**src/hdl/hashed_lru_block_buffer_cache_unit_macros.svh**
```systemverilog
// ----------------------------------------------------------------------------
// hashed lru block buffer cache assertion macros
// shared assertion forms, sampled on clk and disabled during rst
// ----------------------------------------------------------------------------
`ifndef HASHED_LRU_BLOCK_BUFFER_CACHE_UNIT_MACROS_SVH
`define HASHED_LRU_BLOCK_BUFFER_CACHE_UNIT_MACROS_SVH

// same-cycle implication
`define HLBC_ASSERT_IMP(lbl, ant, con) \
  lbl: assert property (@(posedge clk) disable iff (rst) (ant) |-> (con)) \
    else $error("hlbc assertion failed");

// next-cycle implication
`define HLBC_ASSERT_NXT(lbl, ant, con) \
  lbl: assert property (@(posedge clk) disable iff (rst) (ant) |=> (con)) \
    else $error("hlbc assertion failed");

`endif

```
**src/hdl/hlbc_pkg.sv**
```systemverilog
// ----------------------------------------------------------------------------
// hlbc_pkg
// constants, types, command codes and link reset values for the cache
// ----------------------------------------------------------------------------
package hlbc_pkg;

  localparam int NUM_BUFFERS = 32;
  localparam int NUM_BUCKETS = 13;
  localparam int NODE_COUNT  = NUM_BUFFERS + NUM_BUCKETS;
  localparam int BUF_W       = $clog2(NUM_BUFFERS);
  localparam int NODE_W      = $clog2(NODE_COUNT);
  localparam int BKT_W       = (NUM_BUCKETS > 1) ? $clog2(NUM_BUCKETS) : 1;
  localparam int SB_W        = BKT_W + 1;
  localparam int STEP_W      = BUF_W + 1;
  localparam int HASH_W      = BKT_W + 4;
  localparam int IDX_W       = 5;
  localparam int DATA_W      = 32;
  localparam int CNT_W       = 8;
  localparam int FUNC_W      = 2;
  localparam int STAT_W      = 2;
  localparam int OP_W        = 5;

  typedef logic [NODE_W-1:0] node_t;
  typedef logic [BUF_W-1:0]  buf_t;
  typedef logic [BKT_W-1:0]  bkt_t;
  typedef logic [OP_W-1:0]   op_t;

  localparam logic [CNT_W-1:0] COUNT_MAX = '1;

  localparam logic [FUNC_W-1:0] FUNC_GET   = 2'd0;
  localparam logic [FUNC_W-1:0] FUNC_REL   = 2'd1;
  localparam logic [FUNC_W-1:0] FUNC_PIN   = 2'd2;
  localparam logic [FUNC_W-1:0] FUNC_UNPIN = 2'd3;

  localparam logic [STAT_W-1:0] ST_OK     = 2'd0;
  localparam logic [STAT_W-1:0] ST_NOFREE = 2'd1;
  localparam logic [STAT_W-1:0] ST_UNDER  = 2'd2;
  localparam logic [STAT_W-1:0] ST_OVER   = 2'd3;

  localparam op_t OP_NOP           = 5'd0;
  localparam op_t OP_LOAD          = 5'd1;
  localparam op_t OP_HASH_STEP     = 5'd2;
  localparam op_t OP_HASH_TAG      = 5'd3;
  localparam op_t OP_HIT_RD        = 5'd4;
  localparam op_t OP_HIT_CHK       = 5'd5;
  localparam op_t OP_HIT_DONE      = 5'd6;
  localparam op_t OP_FREE_OWN_RD   = 5'd7;
  localparam op_t OP_FREE_STEAL_RD = 5'd8;
  localparam op_t OP_FREE_CHK      = 5'd9;
  localparam op_t OP_STEAL_INIT    = 5'd10;
  localparam op_t OP_STEAL_NEXT    = 5'd11;
  localparam op_t OP_SEL_IDX       = 5'd12;
  localparam op_t OP_RM_RD         = 5'd13;
  localparam op_t OP_RM_WR         = 5'd14;
  localparam op_t OP_PU_RD         = 5'd15;
  localparam op_t OP_PU_WR1        = 5'd16;
  localparam op_t OP_PU_WR2        = 5'd17;
  localparam op_t OP_CLAIM         = 5'd18;
  localparam op_t OP_FAIL          = 5'd19;
  localparam op_t OP_CNT           = 5'd20;
  localparam op_t OP_EMIT          = 5'd21;

  typedef struct packed {
    op_t op;
  } cmd_t;

  typedef struct packed {
    logic hash_last;
    logic srch_end;
    logic srch_match;
    logic sb_end;
    logic sb_skip;
    logic is_get;
    logic rel_zero;
    logic out_free;
  } sts_t;

  // reset chain: bucket zero holds NUM_BUFFERS-1 down to 0 from its head
  function automatic node_t fwd_reset(input node_t n);
    node_t r;
    if (n < node_t'(NUM_BUFFERS)) begin
      r = (n == '0) ? node_t'(NUM_BUFFERS) : n - node_t'(1);
    end else if (n == node_t'(NUM_BUFFERS)) begin
      r = node_t'(NUM_BUFFERS - 1);
    end else begin
      r = n;
    end
    return r;
  endfunction

  function automatic node_t bwd_reset(input node_t n);
    node_t r;
    if (n < node_t'(NUM_BUFFERS)) begin
      r = (n == node_t'(NUM_BUFFERS - 1)) ? node_t'(NUM_BUFFERS) : n + node_t'(1);
    end else if (n == node_t'(NUM_BUFFERS)) begin
      r = '0;
    end else begin
      r = n;
    end
    return r;
  endfunction

  // one nibble of the block number modulo the bucket count
  function automatic bkt_t hash_step(input bkt_t rem, input logic [3:0] nib);
    logic [HASH_W-1:0] v;
    v = {rem, nib};
    for (int k = 3; k >= 0; k--) begin
      if (v >= (HASH_W'(NUM_BUCKETS) << k)) begin
        v = v - (HASH_W'(NUM_BUCKETS) << k);
      end
    end
    return v[BKT_W-1:0];
  endfunction

endpackage

```
**src/hdl/hlbc_ctrl.sv**
```systemverilog
// ----------------------------------------------------------------------------
// hlbc_ctrl
// sequencer for get, release, pin and unpin transactions
// ----------------------------------------------------------------------------
module hlbc_ctrl
  import hlbc_pkg::*;
(
  input  logic clk,
  input  logic rst,
  input  logic in_valid,
  output logic in_stall,
  input  sts_t sts,
  output cmd_t cmd
);

  localparam logic [4:0] S_IDLE     = 5'd0;
  localparam logic [4:0] S_DISP     = 5'd1;
  localparam logic [4:0] S_HASH     = 5'd2;
  localparam logic [4:0] S_HIT_RD   = 5'd3;
  localparam logic [4:0] S_HIT_CHK  = 5'd4;
  localparam logic [4:0] S_HIT_DONE = 5'd5;
  localparam logic [4:0] S_FREE_OWN = 5'd6;
  localparam logic [4:0] S_FREE_CHK = 5'd7;
  localparam logic [4:0] S_ST_INIT  = 5'd8;
  localparam logic [4:0] S_ST_NEXT  = 5'd9;
  localparam logic [4:0] S_ST_CHK   = 5'd10;
  localparam logic [4:0] S_SEL      = 5'd11;
  localparam logic [4:0] S_RM_RD    = 5'd12;
  localparam logic [4:0] S_RM_WR    = 5'd13;
  localparam logic [4:0] S_PU_RD    = 5'd14;
  localparam logic [4:0] S_PU_WR1   = 5'd15;
  localparam logic [4:0] S_PU_WR2   = 5'd16;
  localparam logic [4:0] S_CLAIM    = 5'd17;
  localparam logic [4:0] S_FAIL     = 5'd18;
  localparam logic [4:0] S_CNT      = 5'd19;
  localparam logic [4:0] S_EMIT     = 5'd20;

  logic [4:0] state, state_next;
  logic       stealing, stealing_next;

  assign in_stall = (state != S_IDLE);

  always_comb begin
    state_next    = state;
    stealing_next = stealing;
    cmd.op        = OP_NOP;
    unique case (state)
      S_IDLE: begin
        if (in_valid) begin
          cmd.op     = OP_LOAD;
          state_next = S_DISP;
        end
      end
      S_DISP: begin
        state_next = sts.is_get ? S_HASH : S_CNT;
      end
      S_HASH: begin
        cmd.op = OP_HASH_STEP;
        if (sts.hash_last) begin
          state_next = sts.is_get ? S_HIT_RD : S_SEL;
        end
      end
      S_HIT_RD: begin
        cmd.op     = OP_HIT_RD;
        state_next = S_HIT_CHK;
      end
      S_HIT_CHK: begin
        cmd.op = OP_HIT_CHK;
        if (sts.srch_end) begin
          state_next = S_FREE_OWN;
        end else if (sts.srch_match) begin
          state_next = S_HIT_DONE;
        end
      end
      S_HIT_DONE: begin
        cmd.op     = OP_HIT_DONE;
        state_next = S_EMIT;
      end
      S_FREE_OWN: begin
        cmd.op        = OP_FREE_OWN_RD;
        stealing_next = 1'b0;
        state_next    = S_FREE_CHK;
      end
      S_FREE_CHK: begin
        cmd.op = OP_FREE_CHK;
        if (sts.srch_end) begin
          state_next = stealing ? S_ST_NEXT : S_ST_INIT;
        end else if (sts.srch_match) begin
          state_next = stealing ? S_RM_RD : S_CLAIM;
        end
      end
      S_ST_INIT: begin
        cmd.op        = OP_STEAL_INIT;
        stealing_next = 1'b1;
        state_next    = S_ST_CHK;
      end
      S_ST_NEXT: begin
        cmd.op     = OP_STEAL_NEXT;
        state_next = S_ST_CHK;
      end
      S_ST_CHK: begin
        if (sts.sb_end) begin
          state_next = S_FAIL;
        end else if (sts.sb_skip) begin
          state_next = S_ST_NEXT;
        end else begin
          cmd.op     = OP_FREE_STEAL_RD;
          state_next = S_FREE_CHK;
        end
      end
      S_SEL: begin
        cmd.op     = OP_SEL_IDX;
        state_next = S_RM_RD;
      end
      S_RM_RD: begin
        cmd.op     = OP_RM_RD;
        state_next = S_RM_WR;
      end
      S_RM_WR: begin
        cmd.op     = OP_RM_WR;
        state_next = S_PU_RD;
      end
      S_PU_RD: begin
        cmd.op     = OP_PU_RD;
        state_next = S_PU_WR1;
      end
      S_PU_WR1: begin
        cmd.op     = OP_PU_WR1;
        state_next = S_PU_WR2;
      end
      S_PU_WR2: begin
        cmd.op     = OP_PU_WR2;
        state_next = sts.is_get ? S_CLAIM : S_EMIT;
      end
      S_CLAIM: begin
        cmd.op     = OP_CLAIM;
        state_next = S_EMIT;
      end
      S_FAIL: begin
        cmd.op     = OP_FAIL;
        state_next = S_EMIT;
      end
      S_CNT: begin
        cmd.op     = OP_CNT;
        state_next = sts.rel_zero ? S_HASH : S_EMIT;
        if (sts.rel_zero) begin
          state_next = S_HASH;
        end
      end
      S_EMIT: begin
        if (sts.out_free) begin
          cmd.op     = OP_EMIT;
          state_next = S_IDLE;
        end
      end
      default: begin
        state_next = S_IDLE;
      end
    endcase
  end

  always_ff @(posedge clk) begin
    if (rst) begin
      state    <= S_IDLE;
      stealing <= 1'b0;
    end else begin
      state    <= state_next;
      stealing <= stealing_next;
    end
  end

endmodule

```
**config.mk**
```make
export PLATFORM = sky130hd
export DESIGN_NAME = hlbc_ctrl
export DESIGN_NICKNAME = d
export VERILOG_FILES = /design/src/hdl/hashed_lru_block_buffer_cache_unit_macros.svh /design/src/hdl/hlbc_pkg.sv /design/src/hdl/hlbc_ctrl.sv
export SDC_FILE = /design/constraint.sdc
export NUM_CORES = 1
export LEC_CHECK = 0
export ABC_AREA = 1
export BUFFER_PORTS_ARGS = -buffer_cell sky130_fd_sc_hd__buf_2
export CAP_MARGIN = 25
export CORE_ASPECT_RATIO = 0.6
export CORE_MARGIN = 3
export CORE_UTILIZATION = 23
export CTS_BUF_LIST = sky130_fd_sc_hd__clkbuf_8 sky130_fd_sc_hd__clkbuf_16
export DETAILED_ROUTE_END_ITERATION = 12
export PLACE_DENSITY = 0.46
export SKIP_LAST_GASP = 1
export SLEW_MARGIN = 15
export SYNTH_ARGS = -nofsm -noshare
export SYNTH_HDL_FRONTEND = slang
export SYNTH_SLANG_ARGS = --single-unit
```
**constraint.sdc**
```tcl
create_clock -name clk -period 1.6 [get_ports clk]
set_input_delay 0.32 -clock clk [delete_from_list [all_inputs] [get_ports clk]]
set_output_delay 0.32 -clock clk [all_outputs]
set_load 0.02 [all_outputs]
```
== Yosys cells after proc, flatten, opt, wreduce, memory -nomap -nowiden ==
Index checks and enable logic that the tools add are counted.

* Flip-flop bits (word level): 6
* Input port bits: 11
* Output and inout bits: 6
* Word-level logic and storage cells: 55

* Eq/ne operators: 25
* Muxes and demuxes: 22
* Reductions and logical operators: 6

{| class="wikitable"
|+ Operator list
! kind !! number
|-
| $pmux W5 S20 || 1
|-
| $pmux W5 S18 || 1
|-
| $mux W5 || 12
|-
| $eq A5 B4 Y1 const B || 8
|-
| $eq A5 B5 Y1 const B || 5
|-
| $eq A5 B3 Y1 const B || 4
|-
| $mux W4 || 4
|-
| $eq A5 B2 Y1 const B || 2
|-
| $ne A2 B2 Y1 const B || 3
|-
| $ne A3 B3 Y1 const B || 2
|-
| $eq A5 B1 Y1 const B || 1
|-
| $logic_not A5 Y1 || 1
|-
| $reduce_and A5 Y1 || 1
|-
| $reduce_bool A5 Y1 || 1
|-
| $mux W3 || 1
|-
| $reduce_or A3 Y1 || 1
|-
| $mux W1 || 2
|-
| $pmux W1 S2 || 1
|-
| $reduce_bool A2 Y1 || 1
|-
| $reduce_or A2 Y1 || 1
|}

== Logic depth before layout (Yosys ltp) ==
Gate-level depths: netlist of the first run.

* Depth after elaboration: 4
* Gate-level depth with buffers: 10
* Mapped depth without buffers: 10

== Worst setup path after synthesis of the first run ==
No wires, ideal clock.

* Path type: register to output
* From: reg state[4]
* To: out cmd[1] (netlist name)
* Arrival: 1.169 ns
* Required time: 1.280 ns
* Path slack: 0.111 ns
* Cell stages (with the launch flop): 8
* Path buffers: 0
* Cells stage by stage: dfxtp_1 inv_2 nand3_2 inv_1 nand2_1 nand2_1 nor3_1 nand4_1

{| class="wikitable"
|+ RTL lines
! element !! RTL line !! RTL
|-
| start: declaration || hlbc_ctrl.sv:38 || <nowiki>logic [4:0] state, state_next;</nowiki>
|-
| start signal: assignment || hlbc_ctrl.sv:167 || <nowiki>state <= state_next;</nowiki>
|-
| end: declaration || hlbc_ctrl.sv:13 || <nowiki>output cmd_t cmd</nowiki>
|}

==> results_dict.tcl, run 1 <==
set metrics [dict create \
    syn_to_final_growth_pct 74.48 \
    die_x_microns 81.64 \
    crit_path_frequent_cell "nand2_1" \
    placed_area_sq_mm 0.001107 \
    io_pins 17 \
    holdCritStartpoint "rst" \
    clkLatencyLatePin_ns 0.22 \
    finalClockSkew_ns 0.001283 \
    viasPerCell 4.582 \
    hold_viol 0 \
    place_congestion 0.8531 \
    cts.root.buffer_cell "clkbuf_8" \
    p_per_area_mw_per_mm2 1385 \
    nets 213 \
    wl_per_cell_microns 12.79 \
    placed_cells 230 \
    postCtsHoldBufs 0 \
    hold_slack_ns 0.3454 \
    period_minus_slack_ns 1.786 \
    failed_checks "setup timing" \
    grt_pass1_wl_mm 4.485 \
    critPathMaxFanout 5 \
    worstPathCellList "nor2_1 > nand2_1 > inv_1 > nand2_1 > nand4_1 > buf_6" \
    layout_setup_ws_ns -0.1857 \
    start_util_pct 25.81 \
    synthDominantCellAreaShare_pct 19.49 \
    drtIter0Drc 41 \
    slew_violations 0 \
    rsz0062_at_grt "true" \
    clock_path_buffers 2 \
    path_buf_inv 2 \
    nFillCells 328 \
    syn_inst 149 \
    relSlewSlack_pct 80.69 \
    drt-total-wl_mm 3.058 \
    min_to "state[1]" \
    r2r-end "state[0]" \
    antenna_found_initial 0 \
    status "complete, but fails checks" \
    synth_ff_type "dfxtp_1" \
    ant_nets 0 \
    diodes 0 \
    synthArstFlopShare_pct 0 \
    drv_cap 0 \
    final_cell_mix "30 x nand2_1, 28 x buf_4, 21 x nor2_1" \
    rr_startpoint "state[0]" \
    critical-path-slowest-cell "dfxtp_4" \
    max_stage_delay_ns 0.36 \
    globalRouteOverflowTotal 0 \
    layout_commonest_cell "nand2_1" \
    drive_gt1_share_pct 50.25 \
    r2r_cells 10 \
    ys_top_cells_by_area "nand2_1 19%, dfxtp_1 15%, nor2_1 14%" \
    cp-end-kind "output pin" \
    portBuffers 16 \
    tightest_slew_ns 0.2887 \
    clkSinkCount 6 \
    core_region_area_sq_mm 0.003059 \
    grt_pass1_vias 950 \
    fin_util_pct 45.03 \
    arrival_ns 1.47 \
    critPathLaunchType "flip-flop" \
    synth-seq-cells 6 \
    hold_depth 2 \
    stdcell_count 239 \
    leakagePower_nw 0.7218 \
    grt_util_all_layers_pct 14.29 \
    dieHeight_microns 51.38 \
    syn_nets 163 \
    fin_crit_sh_pct 111.6 \
    timing.fmax_mhz 560.0 \
    hpwl_mm 2.397 \
    drc_errors 0 \
    ys_seq_area_share_pct 15.21 \
    p_total_mw 1.907 \
    cts_buffers 3 \
    yosysTopAreaCell "nand2_1" \
    yosys.cell_types.count 24 \
    worstHoldPathType "input pin to flip-flop" \
    reg2reg_slack_ns 0.05 \
    crit_family "simple AND/OR/NAND/NOR gates" \
    peakVddDrop_mv 0.5762 \
    ys_warn_count 0 \
    cts-htree-levels 1 \
    num_vias 1095 \
    setup_viol 6 \
    drt_pre_antenna_iters 4 \
    cts.reportedPaths.clkPinSlew_ns 0.03 \
    cts_tree "yes" \
    die_area_sq_mm 0.004194 \
    worstPathRequired_ns 1.28 \
    grt_max_degree 7 \
    final_cell_area_sq_mm 0.001378 \
    rows 15 \
    syn_area_sq_um 789.5 \
    avgSynthCellArea_sq_um 5.299 \
    synth_edf_count 0 \
    crit_type "flip-flop to output pin" \
]
## area by class of cell
class	instances	area, sq um	share of cell area (%)
repair buffers	45	329.1	23.89
multi-input cells	117	720.7	52.32
well taps	42	52.55	3.815
flip-flops and latches	6	133.9	9.718
inverters	26	100.1	7.266
clock buffers	3	41.29	2.997
## report_power, final
group	internal, mW	leakage (nW)	switching, mW
Combinational	0.601	0.648	0.818
Clock	0.161	0.0216	0.0601
Sequential	0.202	0.0519	0.0655
## Yosys cell counts, types with 2 or more instances
master and number:
ha_1 3, nand4_1 5, a21oi_1 6, nor3_1 3, o21ai_1 2, nand2_1 41, dfxtp_1 6, inv_1 23
nand2_2 3, o21ai_0 2, inv_2 2, nand3b_1 2, nand3_1 11, nor2_1 30
## registers in the layout (all words and copies together) (netlist names)
register and cells:
stealing 1, state 5
## worst max path at each step
stage                         from  endpoint  slack [ns]  cells after the start
after floorplan           state[4]    cmd[1]        0.11                      7
after global placement    state[1]    cmd[2]       -0.06                      8
after detailed placement  state[0]    cmd[2]       -0.08                      8
after CTS                 state[0]    cmd[2]       -0.17                      8
after global routing      state[0]    cmd[1]       -0.25                      8
final                     state[2]    cmd[1]       -0.19                      6
## per-layer routing
| metal | GRT usage [%] | wire length [microns] | up-vias |
|---|---|---|---|
| met1 | 23.25 | 1541 | 480 |
| met5 | 0 | 0 | - |
| met2 | 19.05 | 1254 | 40 |
| met4 | 3.315 | 27 | 0 |
| li1 | - | - | 572 |
| met3 | 1.761 | 235 | 3 |
## cells by family after synthesis
family / synth area share (%)
AOI/OAI and AO/OA: 10.30
adders and majority gates: 4.755
buffers and inverters: 12.36
DFF: 15.21
and+or+nand+nor: 57.37
## repair_timing
| action | CTS | global route |
|---|---|---|
| setup buffers | 1 | 5 |
| endpoints found under the setup margin | 7 | 11 |
| pin swaps | 6 | 9 |
| resized for setup | 28 | 33 |
## stage by stage
| stage | setup TNS (ns) | setup WS [ns] |
|---|---|---|
| 2_1_floorplan | 0 | 0.1112 |
| 3_5_place_dp | -0.1545 | -0.08335 |
| 6_report | -0.8244 | -0.1857 |
| 5_1_grt | -1.314 | -0.2487 |
| 3_3_place_gp | -0.09488 | -0.05553 |
| 4_1_cts | -0.8317 | -0.1676 |
Note: power is estimated with default switching activity, not from simulation.
==> inputs of run 2 (changes only) <==
--- a/config.mk
+++ b/config.mk
@@ -6,14 +6,15 @@
 export NUM_CORES = 1
 export LEC_CHECK = 0
 export ABC_AREA = 1
-export BUFFER_PORTS_ARGS = -buffer_cell sky130_fd_sc_hd__buf_2
 export CAP_MARGIN = 25
 export CORE_ASPECT_RATIO = 0.6
 export CORE_MARGIN = 3
 export CORE_UTILIZATION = 23
 export CTS_BUF_LIST = sky130_fd_sc_hd__clkbuf_8 sky130_fd_sc_hd__clkbuf_16
 export DETAILED_ROUTE_END_ITERATION = 12
-export PLACE_DENSITY = 0.46
+export DONT_BUFFER_PORTS = 1
+export PLACE_DENSITY = 0.42
+export SETUP_SLACK_MARGIN = 0.2
 export SKIP_LAST_GASP = 1
 export SLEW_MARGIN = 15
 export SYNTH_ARGS = -nofsm -noshare
==> constraint.sdc (replaced) <==
create_clock -name clk -period 2.3 [get_ports clk]
set_input_delay 0.46 -clock clk [delete_from_list [all_inputs] [get_ports clk]]
set_output_delay 0.46 -clock clk [all_outputs]
set_load 0.02 [all_outputs]
==> run 2 against run 1 <==
Against the previous run: the flow now finishes without violations; non-clock buffer count decreased by 45; sequential power decreased by 35%; final area decreased by 35%; combinational power decreased by 60%; clock skew increased by 0.00071 ns; setup slack improved by 0.47 ns; hold slack got worse by 0.045 ns; clock-buffer cell count unchanged; global-route usage decreased by 1.7 points; utilization decreased by 16 points; sequential share of layout area increased by 4.2 points; critical endpoint is now cmd[2].
==> results_dict.tcl, run 2 (synthesis results as in run 1) <==
set metrics [dict create \
    p_clk_share_pct 17.2 \
    final_cell_area_sq_um 898.4 \
    core_region_area_sq_mm 0.003059 \
    critPathMaxFanout 6 \
    cts_tree "yes" \
    cts-htree-levels 1 \
    power_frac_comb_pct 63.5 \
    tightest_slew_ns 0.5052 \
    cts.root.buffer_cell "clkbuf_8" \
    peakVddDrop_mv 0.3636 \
    m1WireLength_mm 1.270 \
    place_congestion 0.8516 \
    stdcell_count 194 \
    top_register "state" \
    clkSinkCount 6 \
    post_cts_buffers 0 \
    drtIter0Drc 133 \
    clock_path_buffers 2 \
    globalRouteOverflowTotal 0 \
    nets 168 \
    setup_viol 0 \
    grt_pass1_vias 812 \
    grt_util_all_layers_pct 12.59 \
    p_switching_uw 497.6 \
    drt-total-wl_mm 2.563 \
    worstHoldPathType "input pin to flip-flop" \
    rows 15 \
    viasPerCell 4.830 \
    worstPathRequired_ns 1.84 \
    drv_cap 0 \
    top_layer_used "met3" \
    period_minus_slack_ns 2.017 \
    diodes 0 \
    num_vias 937 \
    finalClockSkew_ns 0.001994 \
    wl_per_cell_microns 13.21 \
    clkLatencyLatePin_ns 0.22 \
    setup_tns_ns 0 \
    postCtsHoldBufs 0 \
    leakagePower_nw 0.4815 \
    syn_to_final_growth_pct 13.79 \
    rsz0062_at_grt "false" \
    seqCellArea_sq_um 125.1 \
    layout_commonest_cell "nand2_1" \
    critPathLaunchType "flip-flop" \
    drc_errors 0 \
    die_area_sq_mm 0.004194 \
    wl_met2_microns 975 \
    fin_crit_sh_pct 87.68 \
    largest_reg_flops 5 \
    nFillCells 348 \
    internal_power_uw 400.8 \
    portBuffers 0 \
    reg_top3 "state (5), stealing (1)" \
    crit_type "flip-flop to output pin" \
    p_per_area_mw_per_mm2 1000 \
    arrival_ns 1.56 \
    grt_pass1_wl_mm 4.008 \
    dieHeight_microns 51.38 \
    antenna_found_initial 0 \
    p_seq_share_pct 19.4 \
    cts_buffers 3 \
    drt_pre_antenna_iters 4 \
    hold_viol 0 \
    cts.reportedPaths.clkPinSlew_ns 0.04 \
    timing.fmax_mhz 495.9 \
    relSlewSlack_pct 66.29 \
    final_cell_mix "39 x nand2_1, 30 x nor2_1, 23 x inv_1" \
    start_util_pct 25.81 \
    grt_max_degree 8 \
    placed_area_sq_um 842.1 \
    hpwl_mm 2.171 \
    multiInputGateArea_sq_um 581.8 \
    io_pins 17 \
    slew_violations 0 \
    placed_cells 191 \
    drive_gt1_share_pct 13.16 \
    cp-end-kind "output pin" \
    swShare_pct 55.39 \
    ant_nets 0 \
    fin_util_pct 29.37 \
    status "completed" \
    met3WireLength_microns 318 \
    die_x_microns 81.64 \
]
[run 2: power groups by stage]
stage,clock network (mW),logic (mW),registers [mW]
after detailed placement,0,0.555,0.170
after global routing,0.165,0.631,0.179
after floorplan,0,0.440,0.160
after global placement,0,0.572,0.170
final,0.154,0.570,0.174
after CTS,0.158,0.558,0.168
[run 2: critical path: stages, from the launching register on]
cell	delay, ns
dfxtp_2	0.37
inv_2	0.09
nand3_2	0.16
inv_1	0.09
nand2_2	0.12
nand2_1	0.08
nor3_1	0.26
nand2_2	0.15
[run 2: final timing paths]
| path | to | startpoint | cells after the start | slack [ns] |
|---|---|---|---|---|
| hold reg to reg | state[2] | state[2] | 2 | 0.51 |
| setup reg to reg | state[2] | state[3] | 9 | 0.74 |
| setup / recovery | cmd[2] | state[4] | 7 | 0.28 |
| hold / removal | state[4] | rst | 1 | 0.30 |
[run 2: layout make-up]
cell class                      instances  area share, %
Tap cell                               42          5.850
Sequential cell                         6          13.93
Clock buffer                            3          4.596
Inverter                               26          10.86
Multi-Input combinational cell        117          64.76
[run 2: routing by layer]
metal  track usage [%]  up-vias
met2             15.95       49
met1             20.46      410
met3             2.465        0
met4             3.315        0
met5                 0        -
li1                  -      478
[run 2: stage by stage]
step                hold WS, ns  total power, mW  setup WS, ns
floorplan                0.4874           0.6005        0.6712
global placement         0.5278           0.7422        0.3564
detailed placement       0.5349           0.7249        0.4131
CTS                      0.3045           0.8847        0.2210
global route             0.2956           0.9752        0.2037
finish                   0.2999           0.8984        0.2833
[run 2: timing repair]
item	CTS	global route
endpoints found under the hold margin	0	0
endpoints found under the setup margin	1	3
pin swaps	1	1
resized for setup	1	6
==> inputs of run 3 (changes only) <==
==> constraint.sdc (replaced) <==
create_clock -name clk -period 2 [get_ports clk]
set_input_delay 0.4 -clock clk [delete_from_list [all_inputs] [get_ports clk]]
set_output_delay 0.4 -clock clk [all_outputs]
set_load 0.02 [all_outputs]
==> run 3 against run 2 <==
Against the previous run: clock power rose by 15%; sequential power rose by 31%; sequential cell count did not move; clock-buffer cell count did not move; clock skew fell by 0.0013 ns; via count rose by 8.4%; critical endpoint is now cmd[1]; largest cell class unchanged; largest power group unchanged.
==> results_dict.tcl, run 3 (synthesis results as in run 1) <==
set metrics [dict create \
    status "completed" \
    rows 15 \
    crit_type "flip-flop to output pin" \
    drv_cap 0 \
    cts_buffers 3 \
    grt_pass1_wl_mm 4.340 \
    tightest_slew_ns 0.3516 \
    cts_tree "yes" \
    dieHeight_microns 51.38 \
    holdCritStartpoint "rst" \
    portBuffers 0 \
    critPathLaunchType "flip-flop" \
    final_cell_mix "33 x nand2_1, 21 x inv_1, 21 x nor2_1" \
    nFillCells 353 \
    num_vias 1016 \
    place_congestion 0.8691 \
    rr_startpoint "state[0]" \
    start_util_pct 25.81 \
    grt_pass1_vias 874 \
    r2r-end "state[3]" \
    worstPathRequired_ns 1.60 \
    drt_pre_antenna_iters 4 \
    setup_viol 0 \
    layout_commonest_cell "nand2_1" \
    viasPerCell 4.908 \
    clock_path_buffers 2 \
    largest_reg_flops 5 \
    antenna_found_initial 0 \
    drt-total-wl_mm 2.941 \
    fin_util_pct 36.65 \
    grt_util_all_layers_pct 13.63 \
    cts.reportedPaths.clkPinSlew_ns 0.03 \
    clkSinkCount 6 \
    cp-end-kind "output pin" \
    fin_crit_sh_pct 91.28 \
    finalClockSkew_ns 0.0007384 \
    hold_depth 1 \
    min_to "state[1]" \
    leakagePower_nw 0.5635 \
    peakVddDrop_mv 0.4574 \
    placed_area_sq_um 857.1 \
    arrival_ns 1.43 \
    hpwl_mm 2.250 \
    p_total_mw 1.244 \
    grt_max_degree 8 \
    core_region_area_sq_mm 0.003059 \
    drc_errors 0 \
    worstHoldPathType "input pin to flip-flop" \
    reg_top3 "state (5), stealing (1)" \
    final_cell_area_sq_mm 0.001121 \
    syn_to_final_growth_pct 42.00 \
    wl_per_cell_microns 14.21 \
    reg2reg_slack_ns 0.40 \
    die_x_microns 81.64 \
    rsz0062_at_grt "true" \
    globalRouteOverflowTotal 0 \
    critPathMaxFanout 5 \
    io_pins 17 \
    relSlewSlack_pct 76.47 \
    slew_violations 0 \
    diodes 0 \
    die_area_sq_mm 0.004194 \
    hold_viol 0 \
    postCtsHoldBufs 0 \
    cts.root.buffer_cell "clkbuf_8" \
    r2r_cells 10 \
    cts-htree-levels 1 \
    top_register "state" \
    timing.fmax_mhz 547.7 \
    period_minus_slack_ns 1.826 \
    ant_nets 0 \
    setup_tns_ns 0 \
    drive_gt1_share_pct 35.76 \
    nets 181 \
    p_per_area_mw_per_mm2 1110 \
    drtIter0Drc 98 \
    clkLatencyLatePin_ns 0.22 \
]
[run 3: changes by cell type in the layout (fill, tap and decap cells not counted), sizes merged]
| cell | change |
|---|---|
| buf | +13 |
[run 3: through the flow]
step / std cells / hold slack (ns) / setup slack, ns
after global routing: 207 / 0.2355 / 0.1395
after CTS: 199 / 0.2350 / 0.1924
after floorplan: 149 / 0.4691 / 0.4312
after detailed placement: 193 / 0.4753 / 0.1824
after global placement: 193 / 0.4710 / 0.1292
final: 207 / 0.2399 / 0.1743
[run 3: critical path, stage by stage (launching register included)]
cell	delay (ns)
dfxtp_4	0.35
inv_4	0.11
nand3_2	0.12
nor2_1	0.31
nor3_2	0.10
nand4_1	0.22
[run 3: timing repair]
action / 4_1_cts / 5_1_grt
resized for setup: 21 / 25
pin swaps: 6 / 11
setup buffers: 3 / 8
setup endpoints to repair: 5 / 5
[run 3: per-layer routing]
metal	vias up	share of wire [%]	track usage (%)
met3	7	6.9	1.937
met4	0	1.8	4.144
met5	-	0	0
met2	39	40	17.16
li1	507	-	-
met1	463	52	22.48
[run 3: power breakdown]
group	total, mW	internal (mW)	leakage [nW]	switching, mW
logic	0.839	0.278	0.489	0.561
clock network	0.177	0.129	0.0216	0.0478
registers	0.228	0.164	0.0525	0.0642
[run 3: layout make-up]
type / instances / area, sq um / share of cell area [%]
Sequential cell: 6 / 138.9 / 12.39
Clock buffer: 3 / 41.29 / 3.683
Timing Repair Buffer: 13 / 97.59 / 8.705
Tap cell: 42 / 52.55 / 4.687
Multi-Input combinational cell: 117 / 688.2 / 61.38
Inverter: 26 / 102.6 / 9.152
[run 3: worst max-delay path by stage]
stage,startpoint,end,slack [ns],depth (start not counted)
after detailed placement,state[4],cmd[1],0.18,7
after floorplan,state[4],cmd[1],0.43,7
after global routing,state[0],cmd[1],0.14,7
after global placement,state[4],cmd[1],0.13,7
after CTS,state[1],cmd[2],0.19,7
final,state[4],cmd[1],0.17,5
